## src/rtl/cldh_pkg.sv

```systemverilog
// Types, constants and codes of the load-balance and handover decider.
package cldh_pkg;

  localparam int NUM_CELLS = 8;
  localparam int NUM_TERMS = 32;
  localparam int CELL_W    = 3;
  localparam int TERM_W    = 5;
  localparam int NBR_AW    = CELL_W + TERM_W;
  localparam int CFG_IDX_W = 3;
  localparam int CFG_DATA_W = 12;
  localparam logic [9:0] FULL_LOAD = 10'd1000;

  typedef enum logic [1:0] {
    CMD_LOAD = 2'd0,
    CMD_HDR  = 2'd1,
    CMD_NBR  = 2'd2,
    CMD_TICK = 2'd3
  } cmd_e;

  typedef enum logic [CFG_IDX_W-1:0] {
    CFG_LOAD_THR = 3'd0,
    CFG_SIG_THR  = 3'd1,
    CFG_MARGIN   = 3'd2,
    CFG_BAL_EN   = 3'd3,
    CFG_HO_EN    = 3'd4
  } cfg_e;

  localparam logic DEC_BALANCE  = 1'b0;
  localparam logic DEC_HANDOVER = 1'b1;

  typedef struct packed {
    logic [1:0]        command;
    logic [2:0]        cell_id;
    logic [9:0]        cell_load;
    logic [7:0]        connected_count;
    logic [4:0]        terminal_id;
    logic signed [11:0] signal_level;
  } in_word_t;

  typedef struct packed {
    logic       decision_kind;
    logic [4:0] moved_terminal;
    logic [2:0] source_cell;
    logic [2:0] target_cell;
    logic       last_decision;
  } out_word_t;

  typedef struct packed {
    logic               we;
    logic               re;
    logic [TERM_W-1:0]  addr;
    logic [CELL_W-1:0]  cid;
    logic signed [11:0] sig;
  } term_req_t;

  typedef struct packed {
    logic [CELL_W-1:0]  cid;
    logic signed [11:0] sig;
  } term_rsp_t;

  typedef struct packed {
    logic               we;
    logic               clr;
    logic               re;
    logic [TERM_W-1:0]  term;
    logic [CELL_W-1:0]  cid;
    logic signed [11:0] sig;
  } nbr_req_t;

  typedef struct packed {
    logic               valid;
    logic signed [11:0] sig;
  } nbr_rsp_t;

endpackage

```

## src/rtl/cldh_term_store.sv

```systemverilog
// Serving cell and signal memory of the terminals, with a registered read.
module cldh_term_store (
  input  logic                clk_i,
  input  cldh_pkg::term_req_t req_i,
  output cldh_pkg::term_rsp_t rsp_o
);
  import cldh_pkg::*;

  term_rsp_t mem [NUM_TERMS];

  always_ff @(posedge clk_i) begin
    if (req_i.we) begin
      mem[req_i.addr] <= '{cid: req_i.cid, sig: req_i.sig};
    end
    if (req_i.re) begin
      rsp_o <= mem[req_i.addr];
    end
  end

endmodule

```

## src/rtl/cldh_nbr_store.sv

```systemverilog
// Neighbor signal memory with per-entry valid bits and row clear.
module cldh_nbr_store (
  input  logic               clk_i,
  input  logic               rst_ni,
  input  cldh_pkg::nbr_req_t req_i,
  output cldh_pkg::nbr_rsp_t rsp_o
);
  import cldh_pkg::*;

  logic signed [11:0]            mem [NUM_TERMS*NUM_CELLS];
  logic [NUM_TERMS*NUM_CELLS-1:0] vld_q;
  logic [NBR_AW-1:0]             addr;

  assign addr = {req_i.term, req_i.cid};

  always_ff @(posedge clk_i or negedge rst_ni) begin
    if (!rst_ni) begin
      vld_q <= '0;
    end else if (req_i.clr) begin
      // drop the whole row of the terminal
      for (int c = 0; c < NUM_CELLS; c++) begin
        vld_q[{req_i.term, CELL_W'(c)}] <= 1'b0;
      end
    end else if (req_i.we) begin
      vld_q[addr] <= 1'b1;
    end
  end

  always_ff @(posedge clk_i) begin
    if (req_i.we) begin
      mem[addr] <= req_i.sig;
    end
    if (req_i.re) begin
      rsp_o.sig   <= mem[addr];
      rsp_o.valid <= vld_q[addr];
    end
  end

endmodule

```

## src/rtl/cell_load_balance_handover_decider.sv

```systemverilog
// Top level: cell table, configuration and analysis sequencer.
// Load reports, measurement headers and neighbor entries are stored as each
// is taken, and the next word is taken in the following cycle. An analysis
// tick holds the input for its whole run. With balancing enabled, the cells
// are scanned for the least-loaded cell, the terminal memory is walked once
// to find each cell's lowest-numbered terminal, and the cells are checked for
// balance moves; with handover enabled, each terminal is decided from one
// terminal-memory read, then eight neighbor reads through the single
// neighbor-memory port. The final decision of a tick carries last_decision;
// the output register lets the next input word be taken while that decision
// still waits.
module cell_load_balance_handover_decider (
  input  logic                                 clk_i,
  input  logic                                 rst_ni,
  input  logic                                 in_valid_i,
  output logic                                 in_stall_o,
  input  cldh_pkg::in_word_t                   in_data_i,
  output logic                                 out_valid_o,
  input  logic                                 out_stall_i,
  output cldh_pkg::out_word_t                  out_data_o,
  input  logic                                 cfg_we_i,
  input  logic [cldh_pkg::CFG_IDX_W-1:0]       cfg_idx_i,
  input  logic [cldh_pkg::CFG_DATA_W-1:0]      cfg_data_i
);
  import cldh_pkg::*;

  typedef enum logic [5:0] {
    S_IDLE  = 6'b000001,
    S_MIN   = 6'b000010,
    S_VIC   = 6'b000100,
    S_BAL   = 6'b001000,
    S_HO    = 6'b010000,
    S_FLUSH = 6'b100000
  } state_e;

  state_e state_q, state_d;

  logic [9:0]         load_thr_q;
  logic signed [11:0] sig_thr_q;
  logic [7:0]         margin_q;
  logic               bal_en_q, ho_en_q;

  logic [NUM_CELLS-1:0] cknown_q, cknown_d;
  logic [9:0]           cload_q [NUM_CELLS];
  logic [7:0]           ccnt_q  [NUM_CELLS];
  logic [NUM_TERMS-1:0] tknown_q, tknown_d;

  logic [TERM_W:0]      idx_q, idx_d;
  logic                 pv_q, pv_d;
  logic [TERM_W-1:0]    pidx_q, pidx_d;
  logic [3:0]           sub_q, sub_d;
  logic [TERM_W-1:0]    tidx_q, tidx_d;
  logic [9:0]           min_q, min_d;
  logic [CELL_W-1:0]    tgt_q, tgt_d;
  logic                 tgt_vld_q, tgt_vld_d;
  logic [TERM_W-1:0]    vic_q [NUM_CELLS];
  logic [TERM_W-1:0]    vic_d [NUM_CELLS];
  logic [NUM_CELLS-1:0] vfound_q, vfound_d;
  logic signed [11:0]   best_q, best_d;
  logic [CELL_W-1:0]    bcell_q, bcell_d;
  logic                 bvld_q, bvld_d;
  logic                 elig_q, elig_d;
  logic [CELL_W-1:0]    scell_q, scell_d;

  out_word_t pend_q, pend_d, out_q, out_d, push_word;
  logic      pend_vld_q, pend_vld_d, out_vld_q, out_vld_d, push;

  term_req_t term_req;
  term_rsp_t term_rsp;
  nbr_req_t  nbr_req;
  nbr_rsp_t  nbr_rsp;

  logic               in_acc, go;
  logic [CELL_W-1:0]  cidx;
  logic signed [13:0] nbr_ext, lim_ext;
  logic               nbr_hit;

  cldh_term_store u_term (
    .clk_i (clk_i),
    .req_i (term_req),
    .rsp_o (term_rsp)
  );

  cldh_nbr_store u_nbr (
    .clk_i  (clk_i),
    .rst_ni (rst_ni),
    .req_i  (nbr_req),
    .rsp_o  (nbr_rsp)
  );

  assign in_stall_o  = (state_q != S_IDLE);
  assign in_acc      = in_valid_i && (state_q == S_IDLE);
  assign go          = !out_vld_q || !out_stall_i;
  assign out_valid_o = out_vld_q;
  assign out_data_o  = out_q;
  assign cidx        = idx_q[CELL_W-1:0];

  assign nbr_ext = {{2{nbr_rsp.sig[11]}}, nbr_rsp.sig};
  assign lim_ext = {{2{best_q[11]}}, best_q} + $signed({6'b0, margin_q});
  assign nbr_hit = nbr_rsp.valid && (nbr_ext > lim_ext);

  always_comb begin
    state_d    = state_q;
    cknown_d   = cknown_q;
    tknown_d   = tknown_q;
    idx_d      = idx_q;
    pv_d       = pv_q;
    pidx_d     = pidx_q;
    sub_d      = sub_q;
    tidx_d     = tidx_q;
    min_d      = min_q;
    tgt_d      = tgt_q;
    tgt_vld_d  = tgt_vld_q;
    vic_d      = vic_q;
    vfound_d   = vfound_q;
    best_d     = best_q;
    bcell_d    = bcell_q;
    bvld_d     = bvld_q;
    elig_d     = elig_q;
    scell_d    = scell_q;
    push       = 1'b0;
    push_word  = '0;
    pend_d     = pend_q;
    pend_vld_d = pend_vld_q;
    out_d      = out_q;
    out_vld_d  = out_vld_q && out_stall_i;
    term_req   = '0;
    nbr_req    = '0;

    unique case (state_q)
      S_IDLE: begin
        if (in_acc) begin
          case (in_data_i.command)
            CMD_LOAD: cknown_d[in_data_i.cell_id] = 1'b1;
            CMD_HDR: begin
              tknown_d[in_data_i.terminal_id] = 1'b1;
              term_req.we   = 1'b1;
              term_req.addr = in_data_i.terminal_id;
              term_req.cid  = in_data_i.cell_id;
              term_req.sig  = in_data_i.signal_level;
              nbr_req.clr   = 1'b1;
              nbr_req.term  = in_data_i.terminal_id;
            end
            CMD_NBR: begin
              nbr_req.we   = tknown_q[in_data_i.terminal_id];
              nbr_req.term = in_data_i.terminal_id;
              nbr_req.cid  = in_data_i.cell_id;
              nbr_req.sig  = in_data_i.signal_level;
            end
            default: begin
              vfound_d  = '0;
              min_d     = FULL_LOAD;
              tgt_vld_d = 1'b0;
              idx_d     = '0;
              pv_d      = 1'b0;
              sub_d     = '0;
              tidx_d    = '0;
              state_d   = bal_en_q ? S_MIN : (ho_en_q ? S_HO : S_FLUSH);
            end
          endcase
        end
      end

      S_MIN: begin
        if (cknown_q[cidx] && (cload_q[cidx] < min_q)) begin
          min_d     = cload_q[cidx];
          tgt_d     = cidx;
          tgt_vld_d = 1'b1;
        end
        idx_d = idx_q + 1'b1;
        if (cidx == CELL_W'(NUM_CELLS - 1)) begin
          idx_d   = '0;
          state_d = S_VIC;
        end
      end

      S_VIC: begin
        // issue one terminal read per cycle, check the previous one
        if (idx_q < (TERM_W+1)'(NUM_TERMS)) begin
          term_req.re   = 1'b1;
          term_req.addr = idx_q[TERM_W-1:0];
          idx_d         = idx_q + 1'b1;
        end
        pv_d   = (idx_q < (TERM_W+1)'(NUM_TERMS));
        pidx_d = idx_q[TERM_W-1:0];
        if (pv_q && tknown_q[pidx_q] && !vfound_q[term_rsp.cid]) begin
          vfound_d[term_rsp.cid] = 1'b1;
          vic_d[term_rsp.cid]    = pidx_q;
        end
        if (!pv_q && (idx_q == (TERM_W+1)'(NUM_TERMS))) begin
          idx_d   = '0;
          state_d = S_BAL;
        end
      end

      S_BAL: begin
        if (go) begin
          if (cknown_q[cidx] && (cload_q[cidx] > load_thr_q) && (ccnt_q[cidx] > 8'd1) &&
              vfound_q[cidx] && tgt_vld_q && (tgt_q != cidx)) begin
            push                     = 1'b1;
            push_word.decision_kind  = DEC_BALANCE;
            push_word.moved_terminal = vic_q[cidx];
            push_word.source_cell    = cidx;
            push_word.target_cell    = tgt_q;
          end
          idx_d = idx_q + 1'b1;
          if (cidx == CELL_W'(NUM_CELLS - 1)) begin
            state_d = ho_en_q ? S_HO : S_FLUSH;
          end
        end
      end

      S_HO: begin
        if (go) begin
          sub_d = sub_q + 1'b1;
          if (sub_q == 4'd0) begin
            term_req.re   = 1'b1;
            term_req.addr = tidx_q;
          end else if (sub_q == 4'd1) begin
            elig_d  = tknown_q[tidx_q] && (term_rsp.sig < sig_thr_q);
            best_d  = term_rsp.sig;
            scell_d = term_rsp.cid;
            bvld_d  = 1'b0;
          end else if (nbr_hit) begin
            best_d  = nbr_rsp.sig;
            bcell_d = CELL_W'(sub_q - 4'd2);
            bvld_d  = 1'b1;
          end
          if ((sub_q != 4'd0) && (sub_q != 4'd9)) begin
            nbr_req.re   = 1'b1;
            nbr_req.term = tidx_q;
            nbr_req.cid  = CELL_W'(sub_q - 4'd1);
          end
          if (sub_q == 4'd9) begin
            if (elig_q && bvld_d) begin
              push                     = 1'b1;
              push_word.decision_kind  = DEC_HANDOVER;
              push_word.moved_terminal = tidx_q;
              push_word.source_cell    = scell_q;
              push_word.target_cell    = bcell_d;
            end
            sub_d  = '0;
            tidx_d = tidx_q + 1'b1;
            if (tidx_q == TERM_W'(NUM_TERMS - 1)) begin
              state_d = S_FLUSH;
            end
          end
        end
      end

      S_FLUSH: begin
        if (go) begin
          if (pend_vld_q) begin
            out_d               = pend_q;
            out_d.last_decision = 1'b1;
            out_vld_d           = 1'b1;
            pend_vld_d          = 1'b0;
          end
          state_d = S_IDLE;
        end
      end

      default: state_d = S_IDLE;
    endcase

    // hold one decision back so the last one of a tick can be marked
    if (push) begin
      if (pend_vld_q) begin
        out_d     = pend_q;
        out_vld_d = 1'b1;
      end
      pend_d     = push_word;
      pend_vld_d = 1'b1;
    end
  end

  always_ff @(posedge clk_i or negedge rst_ni) begin
    if (!rst_ni) begin
      state_q    <= S_IDLE;
      load_thr_q <= 10'd800;
      sig_thr_q  <= -12'sd880;
      margin_q   <= 8'd24;
      bal_en_q   <= 1'b1;
      ho_en_q    <= 1'b1;
      cknown_q   <= '0;
      tknown_q   <= '0;
      idx_q      <= '0;
      pv_q       <= 1'b0;
      sub_q      <= '0;
      tidx_q     <= '0;
      tgt_vld_q  <= 1'b0;
      vfound_q   <= '0;
      bvld_q     <= 1'b0;
      elig_q     <= 1'b0;
      pend_vld_q <= 1'b0;
      out_vld_q  <= 1'b0;
    end else begin
      state_q    <= state_d;
      cknown_q   <= cknown_d;
      tknown_q   <= tknown_d;
      idx_q      <= idx_d;
      pv_q       <= pv_d;
      sub_q      <= sub_d;
      tidx_q     <= tidx_d;
      tgt_vld_q  <= tgt_vld_d;
      vfound_q   <= vfound_d;
      bvld_q     <= bvld_d;
      elig_q     <= elig_d;
      pend_vld_q <= pend_vld_d;
      out_vld_q  <= out_vld_d;
      if (cfg_we_i) begin
        case (cfg_idx_i)
          CFG_LOAD_THR: load_thr_q <= cfg_data_i[9:0];
          CFG_SIG_THR:  sig_thr_q  <= $signed(cfg_data_i[11:0]);
          CFG_MARGIN:   margin_q   <= cfg_data_i[7:0];
          CFG_BAL_EN:   bal_en_q   <= cfg_data_i[0];
          CFG_HO_EN:    ho_en_q    <= cfg_data_i[0];
          default: ;
        endcase
      end
    end
  end

  always_ff @(posedge clk_i) begin
    pidx_q  <= pidx_d;
    min_q   <= min_d;
    tgt_q   <= tgt_d;
    vic_q   <= vic_d;
    best_q  <= best_d;
    bcell_q <= bcell_d;
    scell_q <= scell_d;
    pend_q  <= pend_d;
    out_q   <= out_d;
    if (in_acc && (in_data_i.command == CMD_LOAD)) begin
      cload_q[in_data_i.cell_id] <= in_data_i.cell_load;
      ccnt_q[in_data_i.cell_id]  <= in_data_i.connected_count;
    end
  end

endmodule

```

## config.mk

```make
export PLATFORM = sky130hd
export DESIGN_NAME = cell_load_balance_handover_decider
export DESIGN_NICKNAME = d
export VERILOG_FILES = /design/src/rtl/cldh_pkg.sv /design/src/rtl/cldh_term_store.sv /design/src/rtl/cldh_nbr_store.sv /design/src/rtl/cell_load_balance_handover_decider.sv
export SDC_FILE = /design/constraint.sdc
export NUM_CORES = 2
export LEC_CHECK = 0
export BUFFER_PORTS_ARGS = -buffer_cell sky130_fd_sc_hd__buf_2
export CORE_MARGIN = 2
export CORE_UTILIZATION = 35
export CTS_CLUSTER_DIAMETER = 200
export DETAILED_ROUTE_END_ITERATION = 16
export PLACE_DENSITY = 0.58
export SYNTH_ARGS = -nofsm -noshare
export SYNTH_HDL_FRONTEND = slang
export SYNTH_SLANG_ARGS = --single-unit
```

## constraint.sdc

```tcl
create_clock -name clk_i -period 13.7 [get_ports clk_i]
set_input_delay 1.37 -clock clk_i [delete_from_list [all_inputs] [get_ports clk_i]]
set_output_delay 1.37 -clock clk_i [all_outputs]
set_load 0.01 [all_outputs]
```

Yosys cells after proc, flatten, opt, wreduce, memory -nomap -nowiden
Memories as Yosys holds them, arrays and structs flattened. A register that Yosys moved wholly into a read port is not among the register bits.
Cells that the tools add are included.
W data, S select, Z words.
{ "totals": {"ram_bits": 3696, "latchBits": 0, "mem_bits_ro": 0, "elab_cells": 365, "register_bits": 465, "input_bits": 60, "n_memories": 4, "output_inout_bits": 15} }
{ "memory_table": {"columns": ["name", "words", "word_bits", "read_ports", "rd_ports_with_merged_regs", "wr", "line", "source"], "rows": [
  ["u_nbr.mem", 256, 12, 1, 1, 1, "cldh_nbr_store.sv:10", "logic signed [11:0] mem [NUM_TERMS*NUM_CELLS];"],
  ["u_term.mem", 32, 15, 1, 1, 1, "cldh_term_store.sv:9", "term_rsp_t mem [NUM_TERMS];"],
  ["cload_q", 8, 10, 1, 0, 1, "cell_load_balance_handover_decider.sv:44", "logic [9:0] cload_q [NUM_CELLS];"],
  ["ccnt_q", 8, 8, 1, 0, 1, "cell_load_balance_handover_decider.sv:45", "logic [7:0] ccnt_q [NUM_CELLS];"]
]} }
{ "op_classes": {"mux": 152, "n_div": 0, "n_reduce_logical": 68, "bitwise": 23, "magnitude_cmp": 36, "mul": 0, "eq_ne": 33, "add_sub_neg": 6, "n_shift": 0} }
{ "op_table": {"columns": ["operator", "count"], "rows": [
  ["$and A256 B256 Y256", 8],
  ["$mux W256", 2],
  ["$not A249 Y256", 1],
  ["$not A250 Y256", 1],
  ["$not A251 Y256", 1],
  ["$not A252 Y256", 1],
  ["$not A253 Y256", 1],
  ["$not A254 Y256", 1],
  ["$not A255 Y256", 1],
  ["$not A256 Y256", 1],
  ["$or A256 B256 Y256", 1],
  ["$mux W6", 21],
  ["$lt A8 B9 Y1 const B", 9],
  ["$ge A8 B1 Y1 const B", 9],
  ["$mux W12", 6],
  ["$mux W13", 5],
  ["$mux W20", 3],
  ["$mux W1", 51],
  ["$demux W1 S5", 9],
  ["$bwmux W40", 1],
  ["$mux W5", 8],
  ["$pmux W6 S6", 1],
  ["$or A32 B32 Y32", 1],
  ["$pmux W8 S2", 2],
  ["77 further kinds", 173]
]} }

Depth between registers and ports, before layout
{ "depth": {"depth_word": 19, "mapped_depth": 23} }

By module
Synthesis repeated with hierarchy kept, for this count alone.
{ "hier_totals": {"hier_cells": 8220, "area_unflattened_um2": 163501.8} }
{ "by_module_without_submodules": {"columns": ["mod", "area_per_inst_um2", "cells_each", "seq_area_each_um2", "n_inst"], "rows": [
  ["cldh_nbr_store", 128092.9, 5986, 99045.0, 1],
  ["cldh_term_store", 18941.9, 1018, 14864.3, 1],
  ["cell_load_balance_handover_decider", 16467.0, 1216, 9809.4, 1]
]} }

Worst setup path after synthesis
No wires, ideal clock.
{ "synth_path": {"path_type": "input port to flip-flop", "start": "in in_data_i[38] (netlist bit)", "end": "mem u_nbr.mem[0][10] (data pin)", "cell_stages": 6, "setup_ns": 0.875, "arrival_ns": 5.531, "required_time_ns": 12.825, "path_slack_ns": 7.294, "cell_sequence": "inv_1 > ha_1 > and4b_1 > clkbuf_1 > clkbuf_1 > and3_1"} }
{ "synth_lines": {"columns": ["element", "line", "source"], "rows": [
  ["start: declaration", "cell_load_balance_handover_decider.sv:17", "input cldh_pkg::in_word_t in_data_i,"],
  ["end: declaration", "cldh_nbr_store.sv:10", null]
]} }

==> impl_metrics.tcl <==
set metrics [dict create \
    status "complete, but fails checks" \
    violations "max-capacitance violations, max-slew violations" \
    power_mw 27.6 \
    cts_max_path_buffers 4 \
    critPathCaptureType "register" \
    grt_util_all_layers 0.187 \
    swShare 0.234 \
    wl_per_cell_um 27.7 \
    drc 0 \
    ff2ff_setup_slack_ps 6870 \
    nets 9921 \
    worstPathRequired_ps 14500 \
    io_pins 75 \
    routed-via-count 93159 \
    finalSetupViolCount 0 \
    synthTopCellsByArea "edfxtp_1 (72%), dfrtp_1 (5.6%), a222oi_1 (5.2%)" \
    antenna_found_initial 33 \
    timing.final.crit_period_ps 6830 \
    cts_sinks 4180 \
    finClkSkew_ps 60.8 \
    clk_pin_slew_ps 60 \
    synthesis.nets 9826 \
    worstPathArrival_ps 7630 \
    gr-total-overflow 0 \
    clkPwrFrac 0.408 \
    core-area_mm2 0.449 \
    r2r_start "sub_q[0]" \
    intPower_mw 21.1 \
    drt_wl_total_mm 447 \
    power_density_mw_per_mm2 154 \
    cts.repair.resized 0 \
    pwr-share-seq 0.514 \
    p_leak_nw 58.8 \
    hold_buffers 0 \
    dieHeight_um 676 \
    max_freq_mhz 146 \
    die_w_um 676 \
    synth_cell_type_count 82 \
    hold_viol_final 0 \
    timing.final.crit_share 0.499 \
    post_cts_buffers 0 \
    ys_warn_count 0 \
    postSynthAreaPerCell_um2 16.3 \
    synth_seq_cells 4180 \
    htreeDepth 5 \
    reg2reg_to "u_nbr.rsp_o[5]" \
    whs_ps 436 \
    synthCells 9701 \
    gp_congestion 0.843 \
    drtIter0Drc 15412 \
    grt_pass1_vias 91375 \
    rr_worst_depth 16 \
    synth-main-ff-cell "edfxtp_1" \
    syn_area_mm2 0.158 \
    async_flop_share 0.0868 \
    relSlewSlack -0.0186 \
    final_max_slew_viol_count 2 \
    synth_top_cell_by_area "edfxtp_1" \
    vdd_ir_drop_max_uv 111 \
    vias_per_cell 5.79 \
    crit_fanout 108 \
    ant_nets 0 \
    grt_start_max_net_pins 185 \
    dieArea_mm2 0.457 \
    hold_path_class "in2async" \
    grt_pass1_wl_mm 640 \
    start_kind "register" \
    cap_violations 1 \
    synthTopCellsByCount "edfxtp_1 (3,817), a21oi_1 (1,089), nand2_1 (997)" \
    yosysSeqAreaShare 0.782 \
    synth_top_area_frac 0.725 \
    setup.worst_path.class "reg2reg" \
    first_pass_iters 11 \
    p_comb_frac 0.078 \
    p_sw_mw 6.45 \
    hpwlAfterDp_mm 253 \
    areaGrowthSynthToFinish_pct 13.4 \
    cts_buffers 414 \
    rsz0062_at_grt "false" \
    io_buffers 73 \
    synth_edf_count 3817 \
    start_util 0.352 \
    clock-root-buffer "clkbuf_16" \
    setup-tns-final_ps 0 \
    fp-row-count 246 \
    clock_latency_ps 970 \
    cts_tree "built" \
    synth.most_common_cell "edfxtp_1" \
    worst_slew_pin_slew_ps 1510 \
    drive_gt1_frac 0.124 \
]
-- state kept, by name (all words and copies together) (netlist names), 10 cells and up, named ones only --
signal	cells
best_q	12
ccnt_q	56
cload_q	80
load_thr_q	10
min_q	10
pend_q	12
sig_thr_q	12
tknown_q	32
u_nbr.mem	3072
u_nbr.rsp_o	13
u_nbr.vld_q	256
u_term.mem	480
u_term.rsp_o	15
vic_q	40
-- through the flow --
| step | cells | instance area (um2) | setup WS (ps) | util |
|---|---|---|---|---|
| 2_1_floorplan | 9701 | 158000 | 7290 | - |
| 3_3_place_gp | 15332 | 166000 | 6540 | 0.369 |
| 3_5_place_dp | 15332 | 166000 | 6480 | 0.369 |
| 4_1_cts | 16094 | 179000 | 6960 | 0.399 |
| 5_1_grt | 16098 | 179000 | 6680 | 0.399 |
| 6_report | 16102 | 179000 | 6870 | 0.399 |
-- cells in the final DEF (no fill, tap or decap), types with 26 or more instances in the layout --
cell,n
a21boi_0,26
a21o_1,30
a21oi_1,1089
a222oi_1,829
a22o_1,28
a22oi_1,55
and2_1,33
buf_12,28
buf_2,72
buf_4,233
bufinv_16,38
clkbuf_1,78
clkbuf_16,422
clkinv_1,95
clkinv_2,78
dfrtp_1,349
edfxtp_1,3817
ha_1,64
inv_1,56
mux2_2,27
mux2i_1,30
mux4_2,173
nand2_1,972
nand3_1,45
nand4_1,32
nor2_1,670
nor4_1,195
o21ai_0,109
o22ai_1,106
-- area by class of cell --
class / instances / area [um2]
multi-input cells: 4807 / 31800
diodes: 8 / 20.0
fillers: 40259 / 270000
clock buffers: 514 / 11000
clock inverters: 248 / 2420
flip-flops and latches: 4180 / 124000
well taps: 5952 / 7450
repair buffers: 334 / 2690
inverters: 59 / 221
-- critical path, stage by stage (launching register included) --
cell,delay (ps)
dfrtp_1,480
inv_1,230
ha_1,310
mux2i_1,120
o2111ai_2,540
inv_2,470
a22oi_2,1130
buf_12,460
buf_12,450
buf_4,560
a222oi_1,120
a21boi_0,200
o22ai_1,290
o21ai_0,190
nand4_1,310
a22oi_1,250
nand4_1,230
-- routing by layer --
metal / routed length (um) / global-route usage
met3: 43600 / 0.0348
met5: 85 / 0
met4: 17700 / 0.0685
met2: 213000 / 0.304
met1: 173000 / 0.250
-- power groups by stage --
stage                     sequential [mW]  clock (mW)  combinational [mW]
final                                14.2        11.3                2.16
after global routing                 14.2        11.9                2.29
after CTS                            14.2        11.4                2.15
after detailed placement             14.4           0                2.14
after floorplan                      14.4           0                1.23
after global placement               14.4           0                2.11
-- cell families after synthesis --
group	count (synthesis)	synth area share
XOR/XNOR	16	0.000886
multiplexers	230	0.0285
adder cells (fa/ha/maj)	65	0.00519
AND/OR/NAND/NOR	2109	0.0569
buffers and inverters	714	0.0188
flip-flops	4180	0.782
AO/OA/AOI/OAI	2387	0.107
-- how the worst max path moves through the flow --
stage	end	slack, ps	cells after the start	start
6_report	u_nbr.rsp_o[5]	6870	16	sub_q[0]
5_1_grt	u_nbr.rsp_o[0]	6680	14	sub_q[0]
4_1_cts	u_nbr.rsp_o[5]	6960	16	sub_q[0]
3_5_place_dp	u_nbr.rsp_o[1]	6480	13	out_stall_i
3_3_place_gp	u_nbr.rsp_o[10]	6540	13	out_stall_i
2_1_floorplan	u_nbr.mem[0][10]	7290	6	in_data_i[38]
(Power assumes the default switching activity.)
